**src/hw/rtl/arp_cache_resolver_assert.svh**
```systemverilog
// Assertion macros shared by the ARP cache resolver RTL.
`ifndef ARP_CACHE_RESOLVER_ASSERT_SVH
`define ARP_CACHE_RESOLVER_ASSERT_SVH

// Same-cycle implication, sampled on aclk and held off during reset.
`define ARPC_ASSERT_SAME(label, ante, cons, msg) \
    label: assert property (@(posedge aclk) disable iff (!aresetn) (ante) |-> (cons)) \
        else $error(msg);

// Next-cycle implication, sampled on aclk and held off during reset.
`define ARPC_ASSERT_NEXT(label, ante, cons, msg) \
    label: assert property (@(posedge aclk) disable iff (!aresetn) (ante) |=> (cons)) \
        else $error(msg);

`endif

```
**src/hw/rtl/arpc_pkg.sv**
```systemverilog
// Shared types and constants of the ARP cache resolver.
`timescale 1ns / 1ps

package arpc_pkg;

    // Field widths.
    localparam int IP_W      = 32;
    localparam int MAC_W     = 48;
    localparam int FIELD16_W = 16;
    localparam int LEN_W     = 11;
    localparam int ENTRY_W   = IP_W + MAC_W;

    // Protocol constants.
    localparam logic [FIELD16_W-1:0] HW_ETHERNET = 16'h0001;
    localparam logic [FIELD16_W-1:0] PROTO_IPV4  = 16'h0800;
    localparam logic [FIELD16_W-1:0] OP_REQUEST  = 16'h0001;
    localparam logic [LEN_W-1:0]     MIN_ARP_LEN = 11'd28;

    // Item kinds.
    localparam logic OPC_RESOLVE = 1'b0;
    localparam logic OPC_PACKET  = 1'b1;

    // Register word index of our_ip.
    localparam logic REG_OUR_IP = 1'b0;

    typedef enum logic [1:0] {
        ACT_NONE     = 2'd0,
        ACT_RESOLVED = 2'd1,
        ACT_REQUEST  = 2'd2,
        ACT_REPLY    = 2'd3
    } arpc_action_t;

    typedef enum logic [2:0] {
        ST_IDLE,
        ST_SCAN,
        ST_DRAIN,
        ST_UPDATE,
        ST_RESULT
    } arpc_state_t;

    // Result handed from the lookup engine to the output stage.
    typedef struct packed {
        arpc_action_t            action;
        logic [MAC_W-1:0]        mac;
        logic [IP_W-1:0]         ip;
    } arpc_result_t;

endpackage

```
**src/hw/rtl/arpc_ram.sv**
```systemverilog
// Generic single-write, single-read RAM with registered read data.
`timescale 1ns / 1ps

module arpc_ram #(
    parameter int WIDTH  = 8,
    parameter int DEPTH  = 16,
    parameter int ADDR_W = (DEPTH > 1) ? $clog2(DEPTH) : 1
) (
    input  logic              aclk,
    input  logic              wr_en,
    input  logic [ADDR_W-1:0] wr_addr,
    input  logic [WIDTH-1:0]  wr_data,
    input  logic [ADDR_W-1:0] rd_addr,
    output logic [WIDTH-1:0]  rd_data
);

    logic [WIDTH-1:0] mem_reg [0:DEPTH-1];
    logic [WIDTH-1:0] rd_data_reg;

    // Write port and registered read port.
    always_ff @(posedge aclk) begin
        if (wr_en) begin
            mem_reg[wr_addr] <= wr_data;
        end
        rd_data_reg <= mem_reg[rd_addr];
    end

    assign rd_data = rd_data_reg;

endmodule

```
**src/hw/rtl/arpc_regs.sv**
```systemverilog
// APB-style configuration register holding the local IP address.
`timescale 1ns / 1ps

module arpc_regs import arpc_pkg::*; (
    input  logic            aclk,
    input  logic            aresetn,
    input  logic            psel,
    input  logic            penable,
    input  logic            pwrite,
    input  logic [2:0]      paddr,
    input  logic [31:0]     pwdata,
    output logic [31:0]     prdata,
    output logic            pready,
    output logic [IP_W-1:0] our_ip
);

    logic [IP_W-1:0] our_ip_reg;
    logic [IP_W-1:0] our_ip_next;
    logic            wr_hit;

    // A write lands in the access phase when the word address matches.
    assign wr_hit = psel && penable && pwrite && (paddr[2] == REG_OUR_IP);

    always_comb begin
        our_ip_next = our_ip_reg;
        if (wr_hit) begin
            our_ip_next = pwdata;
        end
    end

    always_ff @(posedge aclk) begin
        if (!aresetn) begin
            our_ip_reg <= '0;
        end else begin
            our_ip_reg <= our_ip_next;
        end
    end

    // Read back; addresses past the register return zero.
    always_comb begin
        prdata = '0;
        if (paddr[2] == REG_OUR_IP) begin
            prdata = our_ip_reg;
        end
    end

    assign pready = 1'b1;
    assign our_ip = our_ip_reg;

endmodule

```
**src/hw/rtl/arpc_engine.sv**
```systemverilog
// Lookup engine: scans the entry memory, updates it and forms one result per request.
`timescale 1ns / 1ps

module arpc_engine import arpc_pkg::*; #(
    parameter int TABLE_ENTRIES = 16
) (
    input  logic                 aclk,
    input  logic                 aresetn,
    input  logic                 s_valid,
    output logic                 s_ready,
    input  logic                 s_opcode,
    input  logic [IP_W-1:0]      s_ip_address,
    input  logic [MAC_W-1:0]     s_mac_address,
    input  logic [IP_W-1:0]      s_target_ip,
    input  logic [FIELD16_W-1:0] s_hardware_type,
    input  logic [FIELD16_W-1:0] s_protocol_type,
    input  logic [FIELD16_W-1:0] s_arp_operation,
    input  logic [LEN_W-1:0]     s_payload_length,
    input  logic [IP_W-1:0]      our_ip,
    output logic                 res_valid,
    input  logic                 res_ready,
    output arpc_result_t         res
);

    localparam int IDX_W = (TABLE_ENTRIES > 1) ? $clog2(TABLE_ENTRIES) : 1;
    localparam logic [IDX_W-1:0] LAST_IDX = IDX_W'(TABLE_ENTRIES - 1);

    arpc_state_t state_reg, state_next;

    logic [TABLE_ENTRIES-1:0] valid_reg, valid_next;
    logic [IDX_W-1:0]         scan_idx_reg, scan_idx_next;
    logic                     cmp_valid_reg, cmp_valid_next;
    logic [IDX_W-1:0]         cmp_idx_reg, cmp_idx_next;
    logic                     hit_reg, hit_next;
    logic [IDX_W-1:0]         hit_idx_reg, hit_idx_next;
    logic [MAC_W-1:0]         hit_mac_reg, hit_mac_next;
    logic                     free_found_reg, free_found_next;
    logic [IDX_W-1:0]         free_idx_reg, free_idx_next;

    logic                     item_opcode_reg, item_opcode_next;
    logic [IP_W-1:0]          item_ip_reg, item_ip_next;
    logic [MAC_W-1:0]         item_mac_reg, item_mac_next;
    logic                     item_reply_reg, item_reply_next;
    logic                     item_drop_reg, item_drop_next;

    logic                     accept;
    logic                     pkt_good;
    logic                     last_scan;
    logic [ENTRY_W-1:0]       rd_data;
    logic [IP_W-1:0]          rd_ip;
    logic [MAC_W-1:0]         rd_mac;
    logic                     hit_now;
    logic                     free_now;
    logic                     ram_we;
    logic [IDX_W-1:0]         wr_slot;

    // Entry memory: IP in the upper bits, MAC in the lower bits.
    arpc_ram #(
        .WIDTH (ENTRY_W),
        .DEPTH (TABLE_ENTRIES),
        .ADDR_W(IDX_W)
    ) u_entry_ram (
        .aclk   (aclk),
        .wr_en  (ram_we),
        .wr_addr(wr_slot),
        .wr_data({item_ip_reg, item_mac_reg}),
        .rd_addr(scan_idx_reg),
        .rd_data(rd_data)
    );

    assign rd_ip  = rd_data[ENTRY_W-1 -: IP_W];
    assign rd_mac = rd_data[MAC_W-1:0];

    assign accept    = s_valid && s_ready;
    assign last_scan = (scan_idx_reg == LAST_IDX);
    assign pkt_good  = (s_payload_length >= MIN_ARP_LEN) &&
                       (s_hardware_type == HW_ETHERNET) &&
                       (s_protocol_type == PROTO_IPV4);

    // Compare stage, working on the read address of the previous cycle.
    assign hit_now  = cmp_valid_reg && valid_reg[cmp_idx_reg] && (rd_ip == item_ip_reg);
    assign free_now = cmp_valid_reg && !valid_reg[cmp_idx_reg];

    // Slot to write: matching entry, else lowest free slot, else slot zero.
    always_comb begin
        if (hit_reg) begin
            wr_slot = hit_idx_reg;
        end else if (free_found_reg) begin
            wr_slot = free_idx_reg;
        end else begin
            wr_slot = '0;
        end
    end

    // Next state.
    always_comb begin
        state_next = state_reg;
        unique case (state_reg)
            ST_IDLE: begin
                if (s_valid) begin
                    if (s_opcode == OPC_PACKET && !pkt_good) begin
                        state_next = ST_RESULT;
                    end else begin
                        state_next = ST_SCAN;
                    end
                end
            end
            ST_SCAN: begin
                if (last_scan) begin
                    state_next = ST_DRAIN;
                end
            end
            ST_DRAIN: begin
                if (item_opcode_reg == OPC_PACKET) begin
                    state_next = ST_UPDATE;
                end else begin
                    state_next = ST_RESULT;
                end
            end
            ST_UPDATE: begin
                state_next = ST_RESULT;
            end
            ST_RESULT: begin
                if (res_ready) begin
                    state_next = ST_IDLE;
                end
            end
            default: begin
                state_next = ST_IDLE;
            end
        endcase
    end

    // State-driven outputs.
    always_comb begin
        s_ready   = 1'b0;
        res_valid = 1'b0;
        ram_we    = 1'b0;
        unique case (state_reg)
            ST_IDLE:   s_ready   = 1'b1;
            ST_SCAN:   ;
            ST_DRAIN:  ;
            ST_UPDATE: ram_we    = 1'b1;
            ST_RESULT: res_valid = 1'b1;
            default:   ;
        endcase
    end

    // Result fields from the captured request and the scan outcome.
    always_comb begin
        res.action = ACT_NONE;
        res.mac    = '0;
        res.ip     = '0;
        if (item_opcode_reg == OPC_RESOLVE) begin
            if (hit_reg) begin
                res.action = ACT_RESOLVED;
                res.mac    = hit_mac_reg;
            end else begin
                res.action = ACT_REQUEST;
                res.ip     = item_ip_reg;
            end
        end else if (!item_drop_reg && item_reply_reg) begin
            res.action = ACT_REPLY;
            res.mac    = item_mac_reg;
            res.ip     = item_ip_reg;
        end
    end

    // Request capture, scan counter and match tracking.
    always_comb begin
        item_opcode_next = item_opcode_reg;
        item_ip_next     = item_ip_reg;
        item_mac_next    = item_mac_reg;
        item_reply_next  = item_reply_reg;
        item_drop_next   = item_drop_reg;
        scan_idx_next    = scan_idx_reg;
        cmp_valid_next   = (state_reg == ST_SCAN);
        cmp_idx_next     = scan_idx_reg;
        hit_next         = hit_reg;
        hit_idx_next     = hit_idx_reg;
        hit_mac_next     = hit_mac_reg;
        free_found_next  = free_found_reg;
        free_idx_next    = free_idx_reg;
        valid_next       = valid_reg;

        if (accept) begin
            item_opcode_next = s_opcode;
            item_ip_next     = s_ip_address;
            item_mac_next    = s_mac_address;
            item_reply_next  = (s_arp_operation == OP_REQUEST) && (s_target_ip == our_ip);
            item_drop_next   = (s_opcode == OPC_PACKET) && !pkt_good;
            scan_idx_next    = '0;
            hit_next         = 1'b0;
            free_found_next  = 1'b0;
        end

        if (state_reg == ST_SCAN && !last_scan) begin
            scan_idx_next = scan_idx_reg + 1'b1;
        end

        // Keep the lowest matching slot and the lowest free slot.
        if (hit_now && !hit_reg) begin
            hit_next     = 1'b1;
            hit_idx_next = cmp_idx_reg;
            hit_mac_next = rd_mac;
        end
        if (free_now && !free_found_reg) begin
            free_found_next = 1'b1;
            free_idx_next   = cmp_idx_reg;
        end

        if (ram_we) begin
            valid_next[wr_slot] = 1'b1;
        end
    end

    // Control registers.
    always_ff @(posedge aclk) begin
        if (!aresetn) begin
            state_reg      <= ST_IDLE;
            valid_reg      <= '0;
            scan_idx_reg   <= '0;
            cmp_valid_reg  <= 1'b0;
            hit_reg        <= 1'b0;
            free_found_reg <= 1'b0;
        end else begin
            state_reg      <= state_next;
            valid_reg      <= valid_next;
            scan_idx_reg   <= scan_idx_next;
            cmp_valid_reg  <= cmp_valid_next;
            hit_reg        <= hit_next;
            free_found_reg <= free_found_next;
        end
    end

    // Payload registers.
    always_ff @(posedge aclk) begin
        item_opcode_reg <= item_opcode_next;
        item_ip_reg     <= item_ip_next;
        item_mac_reg    <= item_mac_next;
        item_reply_reg  <= item_reply_next;
        item_drop_reg   <= item_drop_next;
        cmp_idx_reg     <= cmp_idx_next;
        hit_idx_reg     <= hit_idx_next;
        hit_mac_reg     <= hit_mac_next;
        free_idx_reg    <= free_idx_next;
    end

endmodule

```
**src/hw/rtl/arp_cache_resolver.sv**
```systemverilog
// Top level of the ARP cache resolver: config port, lookup engine and output register.
//
//   Channel   Direction  Handshake          Moves
//   s_        in         s_valid/s_ready    one request: resolve query or received ARP packet
//   m_        out        m_valid/m_ready    one result per request
//   APB       in         psel/penable       write or read of our_ip
//
// A query holds the engine from acceptance to the next ready cycle: a one-entry-per-cycle
// scan over the entry memory's read port, a drain step and the result state (a well-formed
// packet adds a write-back step). A dropped packet skips the scan and goes to the result.
// One request is in the engine at a time.
// Reset clears the valid marks and our_ip at once; no clearing pass is needed.
// A waiting result holds in the output register while the engine takes the next request.
`timescale 1ns / 1ps

module arp_cache_resolver import arpc_pkg::*; #(
    parameter int TABLE_ENTRIES = 16
) (
    input  logic                 aclk,
    input  logic                 aresetn,
    // Configuration port.
    input  logic                 psel,
    input  logic                 penable,
    input  logic                 pwrite,
    input  logic [2:0]           paddr,
    input  logic [31:0]          pwdata,
    output logic [31:0]          prdata,
    output logic                 pready,
    // Request channel.
    input  logic                 s_valid,
    output logic                 s_ready,
    input  logic                 s_opcode,
    input  logic [IP_W-1:0]      s_ip_address,
    input  logic [MAC_W-1:0]     s_mac_address,
    input  logic [IP_W-1:0]      s_target_ip,
    input  logic [FIELD16_W-1:0] s_hardware_type,
    input  logic [FIELD16_W-1:0] s_protocol_type,
    input  logic [FIELD16_W-1:0] s_arp_operation,
    input  logic [LEN_W-1:0]     s_payload_length,
    // Result channel.
    output logic                 m_valid,
    input  logic                 m_ready,
    output logic [1:0]           m_action,
    output logic [MAC_W-1:0]     m_result_mac,
    output logic [IP_W-1:0]      m_result_ip
);

`include "arp_cache_resolver_assert.svh"

    logic [IP_W-1:0] our_ip;
    logic            res_valid;
    logic            res_ready;
    arpc_result_t    res;

    logic            m_valid_reg, m_valid_next;
    arpc_result_t    m_res_reg, m_res_next;
    logic            m_request;

    arpc_regs u_regs (
        .aclk   (aclk),
        .aresetn(aresetn),
        .psel   (psel),
        .penable(penable),
        .pwrite (pwrite),
        .paddr  (paddr),
        .pwdata (pwdata),
        .prdata (prdata),
        .pready (pready),
        .our_ip (our_ip)
    );

    arpc_engine #(
        .TABLE_ENTRIES(TABLE_ENTRIES)
    ) u_engine (
        .aclk            (aclk),
        .aresetn         (aresetn),
        .s_valid         (s_valid),
        .s_ready         (s_ready),
        .s_opcode        (s_opcode),
        .s_ip_address    (s_ip_address),
        .s_mac_address   (s_mac_address),
        .s_target_ip     (s_target_ip),
        .s_hardware_type (s_hardware_type),
        .s_protocol_type (s_protocol_type),
        .s_arp_operation (s_arp_operation),
        .s_payload_length(s_payload_length),
        .our_ip          (our_ip),
        .res_valid       (res_valid),
        .res_ready       (res_ready),
        .res             (res)
    );

    // Output register takes a new result when empty or being drained.
    assign res_ready = !m_valid_reg || m_ready;

    always_comb begin
        m_valid_next = m_valid_reg;
        m_res_next   = m_res_reg;
        if (res_ready) begin
            m_valid_next = res_valid;
            if (res_valid) begin
                m_res_next = res;
            end
        end
    end

    always_ff @(posedge aclk) begin
        if (!aresetn) begin
            m_valid_reg <= 1'b0;
        end else begin
            m_valid_reg <= m_valid_next;
        end
    end

    always_ff @(posedge aclk) begin
        m_res_reg <= m_res_next;
    end

    assign m_valid      = m_valid_reg;
    assign m_action     = m_res_reg.action;
    assign m_result_mac = m_res_reg.mac;
    assign m_result_ip  = m_res_reg.ip;

    // A result on the output that asks for an ARP request.
    assign m_request = m_valid && (m_action == ACT_REQUEST);

    // The engine works on one request at a time.
    `ARPC_ASSERT_NEXT(a_busy_after_accept, s_valid && s_ready, !s_ready, "second request taken")
    // An idle engine has no result pending.
    `ARPC_ASSERT_SAME(a_idle_no_result, s_ready, !res_valid, "result offered while idle")
    // A result handed over shows up at the output on the next cycle.
    `ARPC_ASSERT_NEXT(a_result_lands, res_valid && res_ready, m_valid, "result was lost")
    // A miss asks for a request and carries no MAC.
    `ARPC_ASSERT_SAME(a_request_no_mac, m_request, m_result_mac == '0, "request carries a MAC")

endmodule

```
**config.mk**
```make
export PLATFORM = sky130hd
export DESIGN_NAME = arp_cache_resolver
export DESIGN_NICKNAME = d
export VERILOG_FILES = /design/src/hw/rtl/arpc_pkg.sv /design/src/hw/rtl/arpc_ram.sv /design/src/hw/rtl/arpc_regs.sv /design/src/hw/rtl/arpc_engine.sv /design/src/hw/rtl/arp_cache_resolver.sv
export VERILOG_INCLUDE_DIRS = /design/src /design/src/hw/rtl
export SDC_FILE = /design/constraint.sdc
export NUM_CORES = 2
export LEC_CHECK = 0
export ABC_CLOCK_PERIOD_IN_PS = 10970
export BUFFER_PORTS_ARGS = -buffer_cell sky130_fd_sc_hd__buf_2
export CORE_MARGIN = 8
export CORE_UTILIZATION = 30
export DETAILED_ROUTE_END_ITERATION = 10
export GPL_ROUTABILITY_DRIVEN = 0
export PLACE_DENSITY = 0.57
export REMOVE_ABC_BUFFERS = 1
export SYNTH_ARGS = -nofsm -noshare
export SYNTH_HDL_FRONTEND = slang
export SYNTH_HIERARCHICAL = 1
export SYNTH_SLANG_ARGS = --single-unit
```
**constraint.sdc**
```tcl
create_clock -name aclk -period 10.97 [get_ports aclk]
set_input_delay 1.097 -clock aclk [delete_from_list [all_inputs] [get_ports aclk]]
set_output_delay 1.097 -clock aclk [all_outputs]
set_load 0.05 [all_outputs]
```
==> report_table.html <==
<table>
<tr><th>Metric</th><th>Value</th></tr>
<tr><th colspan="2">Global routing</th></tr>
<tr><td>Aggregate global routing overflow</td><td>0</td></tr>
<tr><td>Largest net degree at the start of global routing</td><td>99</td></tr>
<tr><td>Met3 Use GR</td><td>2.77%</td></tr>
<tr><td>Met1 Use GR</td><td>18.0%</td></tr>
<tr><td>Number of global-route vias before repair</td><td>30,800</td></tr>
<tr><td>Total track usage</td><td>13.5%</td></tr>
<tr><td>First-pass GRT wire length</td><td>approximately 220 mm</td></tr>
<tr><td>Met2 Usage GRT</td><td>22.4%</td></tr>
<tr><td>Global route hottest layer</td><td>met2</td></tr>
<tr><td>Antenna violations before repair</td><td>10</td></tr>
<tr><th colspan="2">Synthesis</th></tr>
<tr><td>Largest area contributor in the netlist</td><td>sky130_fd_sc_hd__edfxtp_1</td></tr>
<tr><td>Yosys Warn Count</td><td>6</td></tr>
<tr><td>Cell types with the highest counts after synthesis</td><td>sky130_fd_sc_hd__edfxtp_1, sky130_fd_sc_hd__mux4_2, sky130_fd_sc_hd__a22oi_1</td></tr>
<tr><td>Most frequently used cell type in the post-synthesis netlist</td><td>sky130_fd_sc_hd__edfxtp_1</td></tr>
<tr><td>Synth unique cells</td><td>53</td></tr>
<tr><td>Average instance area after synthesis</td><td>21.6 sq um</td></tr>
<tr><td>Main area contributors after synthesis</td><td>sky130_fd_sc_hd__edfxtp_1, sky130_fd_sc_hd__mux4_2, sky130_fd_sc_hd__dfxtp_1</td></tr>
<tr><td>Share of the synthesized area in the top cell type</td><td>74.5%</td></tr>
<tr><td>Register bit total from synthesis</td><td>1,644</td></tr>
<tr><td>Ys async rst share</td><td>0%</td></tr>
<tr><td>Top FF cell, synth</td><td>sky130_fd_sc_hd__edfxtp_1</td></tr>
<tr><td>Sequential fraction of the synthesis area</td><td>79.2%</td></tr>
<tr><td>Netlist area before placement</td><td>60,500 sq um</td></tr>
<tr><td>Instance count of the mapped netlist</td><td>2,798</td></tr>
<tr><td>Post-synth EDFFs</td><td>1,501</td></tr>
<tr><th colspan="2">Layout</th></tr>
<tr><td>Share of post-route cells with drive strength above 1</td><td>29.9%</td></tr>
<tr><td>Number of flip-flops under the largest register name</td><td>~1,300</td></tr>
<tr><td>Fin nets</td><td>3,439</td></tr>
<tr><td>Area growth syn-to-layout</td><td>17.8%</td></tr>
<tr><td>Number of fill cells</td><td>18,600</td></tr>
<tr><td>Final design utilization</td><td>about 35%</td></tr>
<tr><td>Cell Count, Final, Fillers Out</td><td>6,054</td></tr>
<tr><td>Post-Layout Inst Area</td><td>a little over 70,000 sq um</td></tr>
<tr><th colspan="2">Min path</th></tr>
<tr><td>WHS Endpoint</td><td>u_engine/hit_mac_reg[0]$_DFFE_PP_</td></tr>
<tr><td>Kind of path behind the tightest hold check</td><td>reg -&gt; reg</td></tr>
<tr><td>Worst Min Path Start</td><td>u_engine/u_entry_ram/rd_data[0]$_DFF_P_</td></tr>
<tr><td>Worst hold stages</td><td>0</td></tr>
<tr><th colspan="2">Clock tree</th></tr>
<tr><td>Clock root cell</td><td>sky130_fd_sc_hd__clkbuf_16</td></tr>
<tr><td>Post-CTS setup-driven buffer insertion count</td><td>0</td></tr>
<tr><td>Clock tree from TritonCTS</td><td>done</td></tr>
<tr><td>Clock buffer count from CTS</td><td>175</td></tr>
<tr><td>Clock Latency Late Sink</td><td>approximately 0.8 ns</td></tr>
<tr><td>Buffer levels on the longest clock path</td><td>3</td></tr>
<tr><td>Total number of clock tree sinks</td><td>1,644</td></tr>
<tr><td>Gates resized, CTS repair</td><td>0</td></tr>
<tr><td>H-tree lvl count</td><td>4</td></tr>
<tr><td>CTS Hold Buffers Added</td><td>0</td></tr>
<tr><td>Post-CTS clock slew at the launch and capture registers of the worst setup and hold paths</td><td>0.06 ns</td></tr>
<tr><th colspan="2">Power and ir drop</th></tr>
<tr><td>Power density cells</td><td>193 nW/um^2</td></tr>
<tr><td>Leakage power of the design</td><td>roughly 23 nW</td></tr>
<tr><td>Pwr Total</td><td>13.7 mW</td></tr>
<tr><td>Maximum resistive drop on vdd</td><td>approximately 160 uV</td></tr>
<tr><th colspan="2">Detailed routing</th></tr>
<tr><td>DRC violations left</td><td>0</td></tr>
<tr><td>Drt initial violations</td><td>2,242</td></tr>
<tr><td>Wire length after detailed routing</td><td>149 mm</td></tr>
<tr><td>DR WL/cell</td><td>roughly 25 um</td></tr>
<tr><td>Number of vias per cell</td><td>roughly 4.8</td></tr>
<tr><td>Via count of the routed design</td><td>around 29,000</td></tr>
<tr><td>Post-DRT Antenna Nets</td><td>0</td></tr>
<tr><td>Number of optimization iterations in the first detailed-route pass</td><td>5</td></tr>
<tr><th colspan="2">STA</th></tr>
<tr><td>Hold slack final</td><td>0.398 ns</td></tr>
<tr><td>Final setup fails</td><td>0</td></tr>
<tr><td>Count of final max-slew check failures</td><td>0</td></tr>
<tr><td>Remaining max-slew budget at the tightest pin</td><td>17.7%</td></tr>
<tr><td>Setup total negative slack</td><td>0 ns</td></tr>
<tr><td>Shortest clock period the worst path allows after layout</td><td>roughly 4.6 ns</td></tr>
<tr><td>Tightest Pin Transition</td><td>1.22 ns</td></tr>
<tr><td>Achievable Freq</td><td>0.216 GHz</td></tr>
<tr><td>Post-route fraction of the period consumed by the critical path</td><td>42.2%</td></tr>
<tr><td>Post-route setup slack</td><td>6.34 ns</td></tr>
<tr><td>Unrepaired setup endpoints after global routing</td><td>false</td></tr>
<tr><td>Final worst clock skew</td><td>about 0.062 ns</td></tr>
<tr><td>Endpoints failing hold</td><td>0</td></tr>
<tr><th colspan="2">Critical path</th></tr>
<tr><td>Arrival time worst endpoint</td><td>about 5.0 ns</td></tr>
<tr><td>Critical register-to-register path endpoint</td><td>u_engine/u_entry_ram/mem_reg[7][62]$_DFFE_PP_</td></tr>
<tr><td>Crit path capture type</td><td>register</td></tr>
<tr><td>Largest driver fanout on the critical path</td><td>31</td></tr>
<tr><td>Type of origin of the critical path</td><td>register</td></tr>
<tr><td>Source of the worst register-to-register timing path</td><td>u_engine/hit_reg$_SDFFE_PN0P_</td></tr>
<tr><td>WP data required</td><td>11.38 ns</td></tr>
<tr><td>Reg2Reg Setup Slack</td><td>between 6 and 7 ns</td></tr>
<tr><td>Type of the worst setup path</td><td>reg -&gt; reg</td></tr>
<tr><td>Worst Reg-to-Reg Cells</td><td>7</td></tr>
<tr><th colspan="2">Floorplan</th></tr>
<tr><td>Die area</td><td>around 220,000 sq um</td></tr>
<tr><td>Count of boundary I/O pins</td><td>331</td></tr>
<tr><td>Floorplan die width</td><td>465 um</td></tr>
<tr><td>Floorplan die height</td><td>465 um</td></tr>
<tr><td>Effective utilization at floorplan</td><td>30.1%</td></tr>
<tr><td>Placeable core region</td><td>around 200,000 sq um</td></tr>
<tr><td>Row Count</td><td>approximately 170</td></tr>
<tr><th colspan="2">Run status</th></tr>
<tr><td>Result of the run</td><td>completed</td></tr>
<tr><th colspan="2">Placement</th></tr>
<tr><td>Port Buf Inserts</td><td>325</td></tr>
<tr><td>Placement-stage worst setup slack</td><td>6.32 ns</td></tr>
<tr><td>Placed Instances</td><td>5,719</td></tr>
<tr><td>Area after DPL</td><td>65,400 sq um</td></tr>
<tr><td>Detail Placement HPWL</td><td>between 70 and 80 mm</td></tr>
<tr><th colspan="2">Run</th></tr>
<tr><td>Max-cap violations</td><td>0</td></tr>
</table>
==> cells in the final DEF, fill, tap and decap left out, types with 48 or more instances in the layout <==
cell type                   instances
sky130_fd_sc_hd__a22oi_1          163
sky130_fd_sc_hd__buf_4             60
sky130_fd_sc_hd__dfxtp_1          141
sky130_fd_sc_hd__clkbuf_16        177
sky130_fd_sc_hd__nor2b_1           85
sky130_fd_sc_hd__a22o_1            48
sky130_fd_sc_hd__edfxtp_1        1501
sky130_fd_sc_hd__nand2_1          150
sky130_fd_sc_hd__buf_2            325
sky130_fd_sc_hd__mux4_2           320
==> metal layers <==
layer	wire, um	share of wire [%]
met2	73200	49
met4	3420	2.3
met1	64700	43
met3	8130	5.4
met5	0	0
==> worst max-delay path: stages (launching register included) <==
cell and delay, ns:
sky130_fd_sc_hd__dfxtp_1 0.52, sky130_fd_sc_hd__nor2b_2 0.13, sky130_fd_sc_hd__a22oi_1 0.60, sky130_fd_sc_hd__inv_1 0.22
sky130_fd_sc_hd__nand3b_1 0.44, sky130_fd_sc_hd__nor2_4 0.95, sky130_fd_sc_hd__buf_4 0.70, sky130_fd_sc_hd__buf_4 0.62
==> final cells by class <==
cell class / count / area [sq um] / share of cell area, %
tap: 2672 / 3340 / 4.69
timing repair buffer: 387 / 2120 / 2.97
antenna: 6 / 15.0 / 0.0211
inverter: 9 / 38.8 / 0.0544
clock inverter: 99 / 1110 / 1.56
multi-input combinational: 1007 / 12000 / 16.8
clock buffer: 230 / 4750 / 6.66
sequential: 1644 / 47900 / 67.2
==> where the power goes <==
part / switching (mW) / total [mW] / internal [mW]
logic: 0.350 / 0.601 / 0.250
registers: 0.163 / 7.18 / 7.02
clock network: 2.47 / 5.95 / 3.48
total: 2.99 / 13.7 / 10.7
==> worst max-delay path by stage <==
stage / from / endpoint / slack (ns)
floorplan: u_engine/cmp_idx_next[0]$_SDFFE_PN0P_ / u_engine/cmp_idx_next[0]$_SDFFE_PN0P_ / -3.78
global placement: u_engine/hit_reg$_SDFFE_PN0P_ / u_engine/u_entry_ram/mem_reg[6][29]$_DFFE_PP_ / 6.41
detailed placement: u_engine/hit_reg$_SDFFE_PN0P_ / u_engine/u_entry_ram/mem_reg[7][76]$_DFFE_PP_ / 6.32
CTS: u_engine/hit_reg$_SDFFE_PN0P_ / u_engine/u_entry_ram/mem_reg[7][62]$_DFFE_PP_ / 6.30
global route: u_engine/hit_reg$_SDFFE_PN0P_ / u_engine/u_entry_ram/mem_reg[7][62]$_DFFE_PP_ / 6.09
finish: u_engine/hit_reg$_SDFFE_PN0P_ / u_engine/u_entry_ram/mem_reg[7][62]$_DFFE_PP_ / 6.34
==> kinds of logic (layout without fill, tap and decap cells) <==
logic type,after synthesis,count (layout),synth area share (%)
xor+xnor,65,65,0.941
other cells,1,7,0.00620
compound gates,245,245,3.08
mux,361,361,12.7
fa+ha+maj,1,1,0.0207
simple gates,334,334,2.80
flops,1644,1644,79.2
buf+inv,147,725,1.25
(Power assumes the default switching activity.)
